$ cat config.mk
export PLATFORM = sky130hd
export DESIGN_NAME = gla_bank
export DESIGN_NICKNAME = d
export VERILOG_FILES = /design/src/hw/rtl/gla_bank.sv
export SDC_FILE = /design/constraint.sdc
export NUM_CORES = 1
export LEC_CHECK = 0
export BUFFER_PORTS_ARGS = -buffer_cell sky130_fd_sc_hd__buf_2
export CORE_ASPECT_RATIO = 1.1
export CORE_MARGIN = 10
export CORE_UTILIZATION = 25
export CTS_CLUSTER_DIAMETER = 100
export CTS_CLUSTER_SIZE = 30
export DETAILED_ROUTE_END_ITERATION = 10
export SLEW_MARGIN = 20
export SYNTH_ARGS = -nofsm -noshare
export SYNTH_HDL_FRONTEND = slang
export SYNTH_SLANG_ARGS = --single-unit
$ cat constraint.sdc
create_clock -name clk -period 4.4 [get_ports clk]
set_clock_uncertainty 0.1 [all_clocks]
set_input_delay 0.22 -clock clk [delete_from_list [all_inputs] [get_ports clk]]
set_output_delay 0.22 -clock clk [all_outputs]
set_load 0.1 [all_outputs]
$ cat src/hw/rtl/gla_bank.sv
// Qubit slice bank: one write port and two registered read ports.
module gla_bank #(
  parameter int DEPTH = 64,
  parameter int AW    = 6,
  parameter int DW    = 12
) (
  input  logic          clk,
  input  logic          rd_en,
  input  logic [AW-1:0] rd_addr0,
  input  logic [AW-1:0] rd_addr1,
  output logic [DW-1:0] rd_data0,
  output logic [DW-1:0] rd_data1,
  input  logic          wr_en,
  input  logic [AW-1:0] wr_addr,
  input  logic [DW-1:0] wr_data
);

  logic [DW-1:0] mem [DEPTH];

  always_ff @(posedge clk) begin
    if (rd_en) begin
      rd_data0 <= mem[rd_addr0];
      rd_data1 <= mem[rd_addr1];
    end
    if (wr_en) begin
      mem[wr_addr] <= wr_data;
    end
  end

endmodule

==> results.sh <==
export IMPL_switching_fraction_of_total_power=0.2403
export IMPL_global_route_wire_length_before_repair_microns=156100
export IMPL_crit_required_ps=4640
export IMPL_synth_xor_area_share=0
export IMPL_max_cap_viols=0
export IMPL_max_clock_freq_ghz=0.3442
export IMPL_synth_enable_flop_cells=792
export IMPL_fin_tns_setup_ps=0
export IMPL_relSlewSlack=0.2456
export IMPL_route_vias_total=19760
export IMPL_core_area_sq_um=145700
export IMPL_ys_flop_type="edfxtp_1"
export IMPL_total_half_perimeter_wirelength_after_legalization_and_detailed_placement_microns=72300
export IMPL_ioPinCount=57
export IMPL_setup_repair_after_global_routing_missed_its_margin="false"
export IMPL_drive_above_1_share=0.3310
export IMPL_cts_root_buf="clkbuf_16"
export IMPL_crit_type="input port to flip-flop"
export IMPL_groute_layer_met2_usage=0.2117
export IMPL_regToRegSetupSlack_ps=1530
export IMPL_dominant_combinational_cell_family_by_area_after_synthesis="multiplexers"
export IMPL_post_drt_via_cell_ratio=5.220
export IMPL_synth_cells=1807
export IMPL_post_cts_resized_instances=0
export IMPL_synth_top_cells_by_count="edfxtp_1, mux4_2, nor2_1, mux2i_1, buf_2"
export IMPL_vdd_ir_drop_max_mv=0.2302
export IMPL_status="completed"
export IMPL_postSynthAreaPerCell_sq_um=20.22
export IMPL_holdCritPathClass="input port to flip-flop"
export IMPL_cp_start_kind="input port"
export IMPL_synth_top_area_cell="edfxtp_1"
export IMPL_cts_sinks=792
export IMPL_tightest_slew_ps=1130
export IMPL_netSwitchingPower_mw=3.237
export IMPL_synth_cell_area_sq_um=36530
export IMPL_wirelength_per_cell_microns=28.85
export IMPL_busiest_layer="met2"
export IMPL_synth_compound_area_frac=0.03483
export IMPL_main_area_contributors_after_synthesis="edfxtp_1, mux4_2, mux2i_1"
export IMPL_postSynthNetCount=1840
export IMPL_die_h_microns=420.9
export IMPL_number_of_global_route_vias_before_repair=20150
export IMPL_power_density_nw_per_um2=335.3
export IMPL_critical_path_peak_fanout=38
export IMPL_share_comb_of_total_power=0.111
export IMPL_cts_tree="yes"
export IMPL_die_width_microns=384.5
export IMPL_fill_cells=14320
export IMPL_cts_root_to_sink_buffers=3
export IMPL_final_setup_viol_count=0
export IMPL_synth_mux_area_frac=0.2688
export IMPL_timing_final_crit_period_ps=2905
export IMPL_p_leak_nw=11.97
export IMPL_synthSimpleGateAreaFrac=0.02343
export IMPL_cell_internal_pwr_mw=10.24
export IMPL_fin_nets=1876
export IMPL_worst_setup_path_end_kind="flip-flop"
export IMPL_finalMaxSlewViolations=0
export IMPL_met1_usage=0.1803
export IMPL_cts_htree_levels=1
export IMPL_sum_of_overflow_across_all_layers_after_global_routing=0
export IMPL_cts_buffers=30
export IMPL_port_buffer_count=56
export IMPL_cts_setup_buffers=0
export IMPL_synth_async_sr_flop_share=0
export IMPL_yosys_area_share_adder=0
export IMPL_arrival_ps=3150
export IMPL_ys_ff_latch=792
export IMPL_route_detailed_drc=0
export IMPL_synth_most_common_cell="edfxtp_1"
export IMPL_clk_pin_slew_ps=110
export IMPL_synth_top_area_share=0.6510
export IMPL_pwr_share_seq=0.625
export IMPL_antenna_violating_nets_post_route=0
export IMPL_clock_latency_at_the_later_pin_of_the_worst_skew_pair_ps=660
export IMPL_groute_layer_met3_usage=0.02335
export IMPL_groute_usage_overall=0.1307
export IMPL_ys_warn_count=0
export IMPL_area_of_the_multi_input_gates_sq_um=12040
export IMPL_timing_final_hold_violations=0
export IMPL_synthDistinctLibCells=45
export IMPL_cts_hold_fix_buffers=0
export IMPL_fp_row_count=147
export IMPL_grt_max_degree=65
export IMPL_area_delta_synth_final_pct=9.990
export IMPL_final_seq_area_sq_um=23780
export IMPL_gp_congestion=0.8651
export IMPL_finalCritPeriodShare=0.6602
export IMPL_total_wirelength_microns=109200
export IMPL_power_clock_fraction=0.264
export IMPL_die_area_sq_um=161800
export IMPL_grt_antenna_before_repair=19
export IMPL_drtIter0Drc=2595
export IMPL_synth_seq_area_share=0.6510
export IMPL_detail_route_first_pass_iterations=8
export IMPL_post_layout_total_power_mw=13.47
export IMPL_floorplan_initialDensity=0.2508
-- cell type report --
class | instances | area share
clock inverter | 4 | 0.001214
inverter | 2 | 0.0001868
timing repair buffer | 142 | 0.02740
clock buffer | 31 | 0.01931
sequential | 792 | 0.5919
multi-input combinational | 875 | 0.2996
tap | 1937 | 0.06031
antenna | 2 | 0.0001246
-- stage by stage --
stage	hold slack, ps	setup slack (ps)	util	instances	cell area [sq um]
after floorplan	218.9	2291	-	1807	36530
after global placement	745.8	826.1	0.2700	3748	39340
after detailed placement	751.3	807.7	0.2700	3748	39340
after CTS	114.5	1503	0.2757	3783	40160
after global routing	30.90	1438	0.2758	3784	40180
final	23.13	1495	0.2758	3785	40180
-- registers in the layout, summed over array words and instances (netlist names) --
signal    count
rd_data1     12
rd_data0     12
mem         768
-- worst paths after layout --
kind / startpoint / to / depth (start not counted)
hold reg to reg: mem[63][8] / rd_data1[8] / 3
setup / recovery: rd_addr0[0] / rd_data0[9] / 7
setup reg to reg: mem[31][8] / rd_data0[8] / 5
hold / removal: wr_data[7] / mem[33][7] / 1
-- cells by family after synthesis --
group	count (synthesis)
flops	792
mux	493
compound gates	194
simple gates	188
buf+inv	140
-- per-layer routing --
layer / wire (microns) / up-vias
met3: 9875 / 140
met5: 147 / -
met2: 52050 / 1005
met4: 3072 / 20
met1: 44070 / 10760
li1: - / 7830
-- power groups by stage --
stage,Combinational [mW],Clock (mW),Sequential (mW)
2_1_floorplan,0.801,0,8.71
3_3_place_gp,1.47,0,8.59
3_5_place_dp,1.50,0,8.60
4_1_cts,1.50,3.62,8.42
5_1_grt,1.56,3.88,8.43
6_report,1.50,3.55,8.42
-- critical path, cell delays in order --
cell,delay [ps]
buf_8,380
buf_12,310
buf_4,280
mux4_2,530
mux4_2,550
o2111ai_1,540
o21ai_1,290
-- placed cells by master (no fill, tap or decap), drive strengths merged, types with 2 or more instances in the layout --
cell type and count:
nor3 3, o22ai 31, inv 2, o21ai 40, clkbuf 31, o32ai 2
a211oi 25, nand3b 7, buf 142, o41ai 2, o31ai 13, mux2 4
diode 2, o2111ai 3, a21oi 38, mux2i 99, nor2b 15, mux4 390
nand2b 7, or3b 3, or2 2, a211o 6, nand2 24, nor2 102
o221ai 19, clkinv 3, a22o 4, nand4 2, a22oi 4, nand3 20
edfxtp 792
Note: power is estimated with default switching activity, not from simulation.
