**config.mk**
```make
export PLATFORM = sky130hd
export DESIGN_NAME = gla_lane
export DESIGN_NICKNAME = d
export VERILOG_FILES = /design/src/hw/rtl/gla_pkg.sv /design/src/hw/rtl/gla_lane.sv
export SDC_FILE = /design/constraint.sdc
export NUM_CORES = 1
export LEC_CHECK = 0
export ABC_AREA = 0
export BUFFER_PORTS_ARGS = -buffer_cell sky130_fd_sc_hd__buf_2
export CAP_MARGIN = 20
export CORE_ASPECT_RATIO = 0.75
export CORE_MARGIN = 4
export CORE_UTILIZATION = 36
export DETAILED_ROUTE_END_ITERATION = 10
export PLACE_DENSITY = 0.94
export SLEW_MARGIN = 25
export SYNTH_ARGS = -nofsm -noshare
export SYNTH_HDL_FRONTEND = slang
export SYNTH_SLANG_ARGS = --single-unit
```
**constraint.sdc**
```tcl
create_clock -name vclk -period 5.9
set_input_delay 0.885 -clock vclk [all_inputs]
set_output_delay 0.885 -clock vclk [all_outputs]
set_load 0.02 [all_outputs]
```
**src/hw/rtl/gla_pkg.sv**
```systemverilog
// Shared widths, constants and types of the gate layer assigner.
package gla_pkg;

  localparam int COUNT_W = 2;
  localparam int QUBIT_W = 6;
  localparam int SLICE_W = 12;
  localparam int TOTAL_W = 13;
  localparam int FILL_W  = 12;

  localparam logic [FILL_W-1:0] FILL_MAX = 12'hFFF;

  typedef struct packed {
    logic placed;
    logic fresh;
  } gla_fill_req_t;

endpackage

```
**src/hw/rtl/gla_lane.sv**
```systemverilog
// Lane: looks up the last slice of one target qubit and proposes a slice.
module gla_lane #(
  parameter int QUBIT_COUNT = 64,
  parameter int AW          = 6,
  parameter int SW          = 12,
  parameter int NW          = 13
) (
  input  logic                        active,
  input  logic [gla_pkg::QUBIT_W-1:0] qubit,
  input  logic [QUBIT_COUNT-1:0]      seen,
  input  logic [QUBIT_COUNT-1:0]      newer_b,
  input  logic [SW-1:0]               bank_a,
  input  logic [SW-1:0]               bank_b,
  input  logic [1:0]                  wr_mask,
  input  logic [AW-1:0]               wr_idx0,
  input  logic [AW-1:0]               wr_idx1,
  input  logic [SW-1:0]               wr_slice,
  output logic                        target,
  output logic [AW-1:0]               idx,
  output logic [NW-1:0]               candidate
);
  import gla_pkg::*;

  logic          fwd_hit;
  logic [SW-1:0] stored;

  always_comb begin
    target    = active && (32'(qubit) < QUBIT_COUNT);
    idx       = AW'(qubit);
    fwd_hit   = (wr_mask[0] && (wr_idx0 == idx)) || (wr_mask[1] && (wr_idx1 == idx));
    stored    = fwd_hit ? wr_slice : (newer_b[idx] ? bank_b : bank_a);
    candidate = (target && seen[idx]) ? (NW'(stored) + NW'(1)) : '0;
  end

endmodule

```
==> flow_summary_export.csv <==
group,metric,value,unit
timing,hold_violations,0,
worst_hold_path,hold_path.class,"input port to output port",
finish,diodes,0,
grt,grt_max_degree,23,
clock_network,cts_setup_buffers,0,
grt,first_global_vias,2482,
grt,gr-usage-all-layers,0.226,
synth,yosysWarnings,0,
die,ios,205,
finish,clock_buffers,0,
synth,syn_nets,363,
die,fp.dieArea,6200,µm²
finish,postLayoutCoreUtil,0.604,
finish,area_delta_synth_final,56.4,%
timing,rsz0062_at_grt,"no",
synth,syn_area_per_cell,10.2,µm²
route,ant_nets,0,
synth,netlist_instances,177,
critical_path,crit_start,"qubit[1]",
finish,nNetsFinal,554,
route,wirelength,7330,µm
die,core-area,4650,µm²
synth,ys_types,37,
placement,portBuffers,205,
finish,final_area,2810,µm²
timing,setup_viol,0,
timing,finalSetupTns,0,ps
route,drtPass1Iterations,4,
grt,grt_antenna_before_repair,0,
synth,synth-seq-area-share,0,
placement,gp_congestion,0.886,
clock_network,ctsHoldBuffers,0,
die,initial_core_util,0.386,
synth,netlist_area,1800,µm²
placement,dp_hpwl,6740,µm
route,wire_per_inst,17.3,µm
critical_path,cp-start-kind,"input port",
timing,slew_violations,0,
die,die_x,89.6,µm
route,drc,0,
power_and_ir_drop,power.density,87.0,nW/µm²
grt,grt_overflow,0,
critical_path,cp_slowest_cell,"or4b_1",
critical_path,endpoint_kind,"output port",
power_and_ir_drop,p_leak,0.00144,µW
job,cap_violations,0,
die,fp.dieH,69.2,µm
timing,clock.fmax,0.185,GHz
timing,layout_min_cycle_time,5400,ps
grt,grt_pass1_wl,11400,µm
route,dr.first_iter.drc_count,34,
finish,drive_gt1_frac,0.689,
timing,min_period_over_period,0.916,
finish,seq_area,0,µm²
critical_path,cp_slowest_stage_delay,670,ps
placement,place_area,2810,µm²
worst_hold_path,min-delay-start,"active",
critical_path,worstSetupPathType,"input port to output port",
critical_path,arrival,4520,ps
power_and_ir_drop,peakVddDrop,43.9,µV
route,vias,2338,
timing,slew_headroom,0.716,
critical_path,path_cells,"buf_2, mux4_1, mux4_2, nand2b_4, a22oi_2, buf_4, mux2i_1, a21o_1, or4b_1, or4_1, a21oi_1, buf_2",
critical_path,critPathMaxFanout,12,
worst_hold_path,whs_path_depth,2,
route,routed_via_density,5.53,
critical_path,crit_required,5020,ps
critical_path,crit_top_cell,"buf_2",
timing,worst_pin_slew,425,ps
clock_network,cts_resized,0,
run_status,status,"finished clean",
die,num_rows,21,
finish,numSequentialCells,0,
## cells in the mapped netlist, drive strengths merged
| library cell | number | share of area |
|---|---|---|
| or4b | 1 | 0.0056 |
| xnor2 | 9 | 0.044 |
| xor2 | 6 | 0.029 |
| nand2 | 8 | 0.017 |
| or2 | 1 | 0.0035 |
| nand4 | 3 | 0.010 |
| nand2b | 2 | 0.011 |
| nor4b | 1 | 0.0049 |
| o31ai | 2 | 0.0084 |
| clkbuf | 6 | 0.015 |
| ha | 1 | 0.0070 |
| and3 | 1 | 0.0035 |
| or3 | 3 | 0.010 |
| a22oi | 1 | 0.0070 |
| a21oi | 17 | 0.047 |
| mux4 | 38 | 0.48 |
| inv | 2 | 0.0042 |
| a21o | 3 | 0.013 |
| nor2 | 17 | 0.036 |
| mux2 | 3 | 0.019 |
| a221oi | 2 | 0.0098 |
| or4 | 2 | 0.0084 |
| a211oi | 1 | 0.0042 |
| o21ai | 3 | 0.0084 |
| nor4 | 3 | 0.010 |
| nand3 | 4 | 0.011 |
| buf | 17 | 0.061 |
| mux2i | 17 | 0.095 |
| o22a | 1 | 0.0049 |
| nor2b | 1 | 0.0035 |
| nand3b | 1 | 0.0042 |
## final cells by class
class / count / area [µm²]
timing repair buffer: 212 / 1080
tap: 57 / 71.3
fill: 413 / 1840
multi-input combinational: 152 / 1650
inverter: 2 / 7.51
## layout by cell type (no fill, tap or decap), types with 3 or more instances in the layout
master / synthesis / routed
a21oi_1: 17 / 17
buf_4: 7 / 7
o21ai_0: 3 / 3
xor2_1: 6 / 6
xnor2_1: 9 / 9
nand4_1: 3 / 3
or3_1: 3 / 3
nor2_1: 17 / 17
mux4_2: 34 / 34
nand3_1: 4 / 4
mux2_2: 3 / 3
mux4_1: 4 / 4
nand2_1: 8 / 8
a21o_1: 3 / 3
mux2i_1: 17 / 17
nor4_1: 3 / 3
buf_2: 4 / 205
## worst max-delay path, delay by kind of cell
family | cells | cell delay, ps
mux | 3 | 1150
simple gates | 3 | 1380
compound gates | 3 | 500
buf+inv | 3 | 590
## power breakdown
part           switching [µW]  total [µW]  internal [µW]
combinational             109         245            135
clock                       0           0              0
sequential                  0           0              0
## layer usage
| layer | GRT usage | part of all wire | up-vias |
|---|---|---|---|
| li1 | - | - | 1094 |
| met1 | 0.245 | 0.35 | 1119 |
| met2 | 0.461 | 0.55 | 115 |
| met3 | 0.0273 | 0.087 | 10 |
| met4 | 0.0248 | 0.011 | 0 |
| met5 | 0 | 0 | - |
## logic make-up after synthesis
kind of cell,synth area share
xor gates and xnor gates,0.0731
buffers and inverters,0.0801
and+or+nand+nor,0.139
AOI/OAI and AO/OA,0.102
muxes,0.598
adders and majority gates,0.00696
## worst paths after layout
path,to
worst max-delay path,candidate[9]
worst min-delay path,target
## per-stage QoR
step | setup slack (ps) | power [µW] | instances | hold WS (ps)
after floorplan | 505 | 155 | 177 | 1880
after global placement | 541 | 239 | 423 | 2050
after detailed placement | 490 | 246 | 423 | 2050
after CTS | 475 | 247 | 423 | 2050
after global routing | 238 | 267 | 423 | 2070
final | 498 | 245 | 423 | 2050
(Power assumes the default switching activity.)
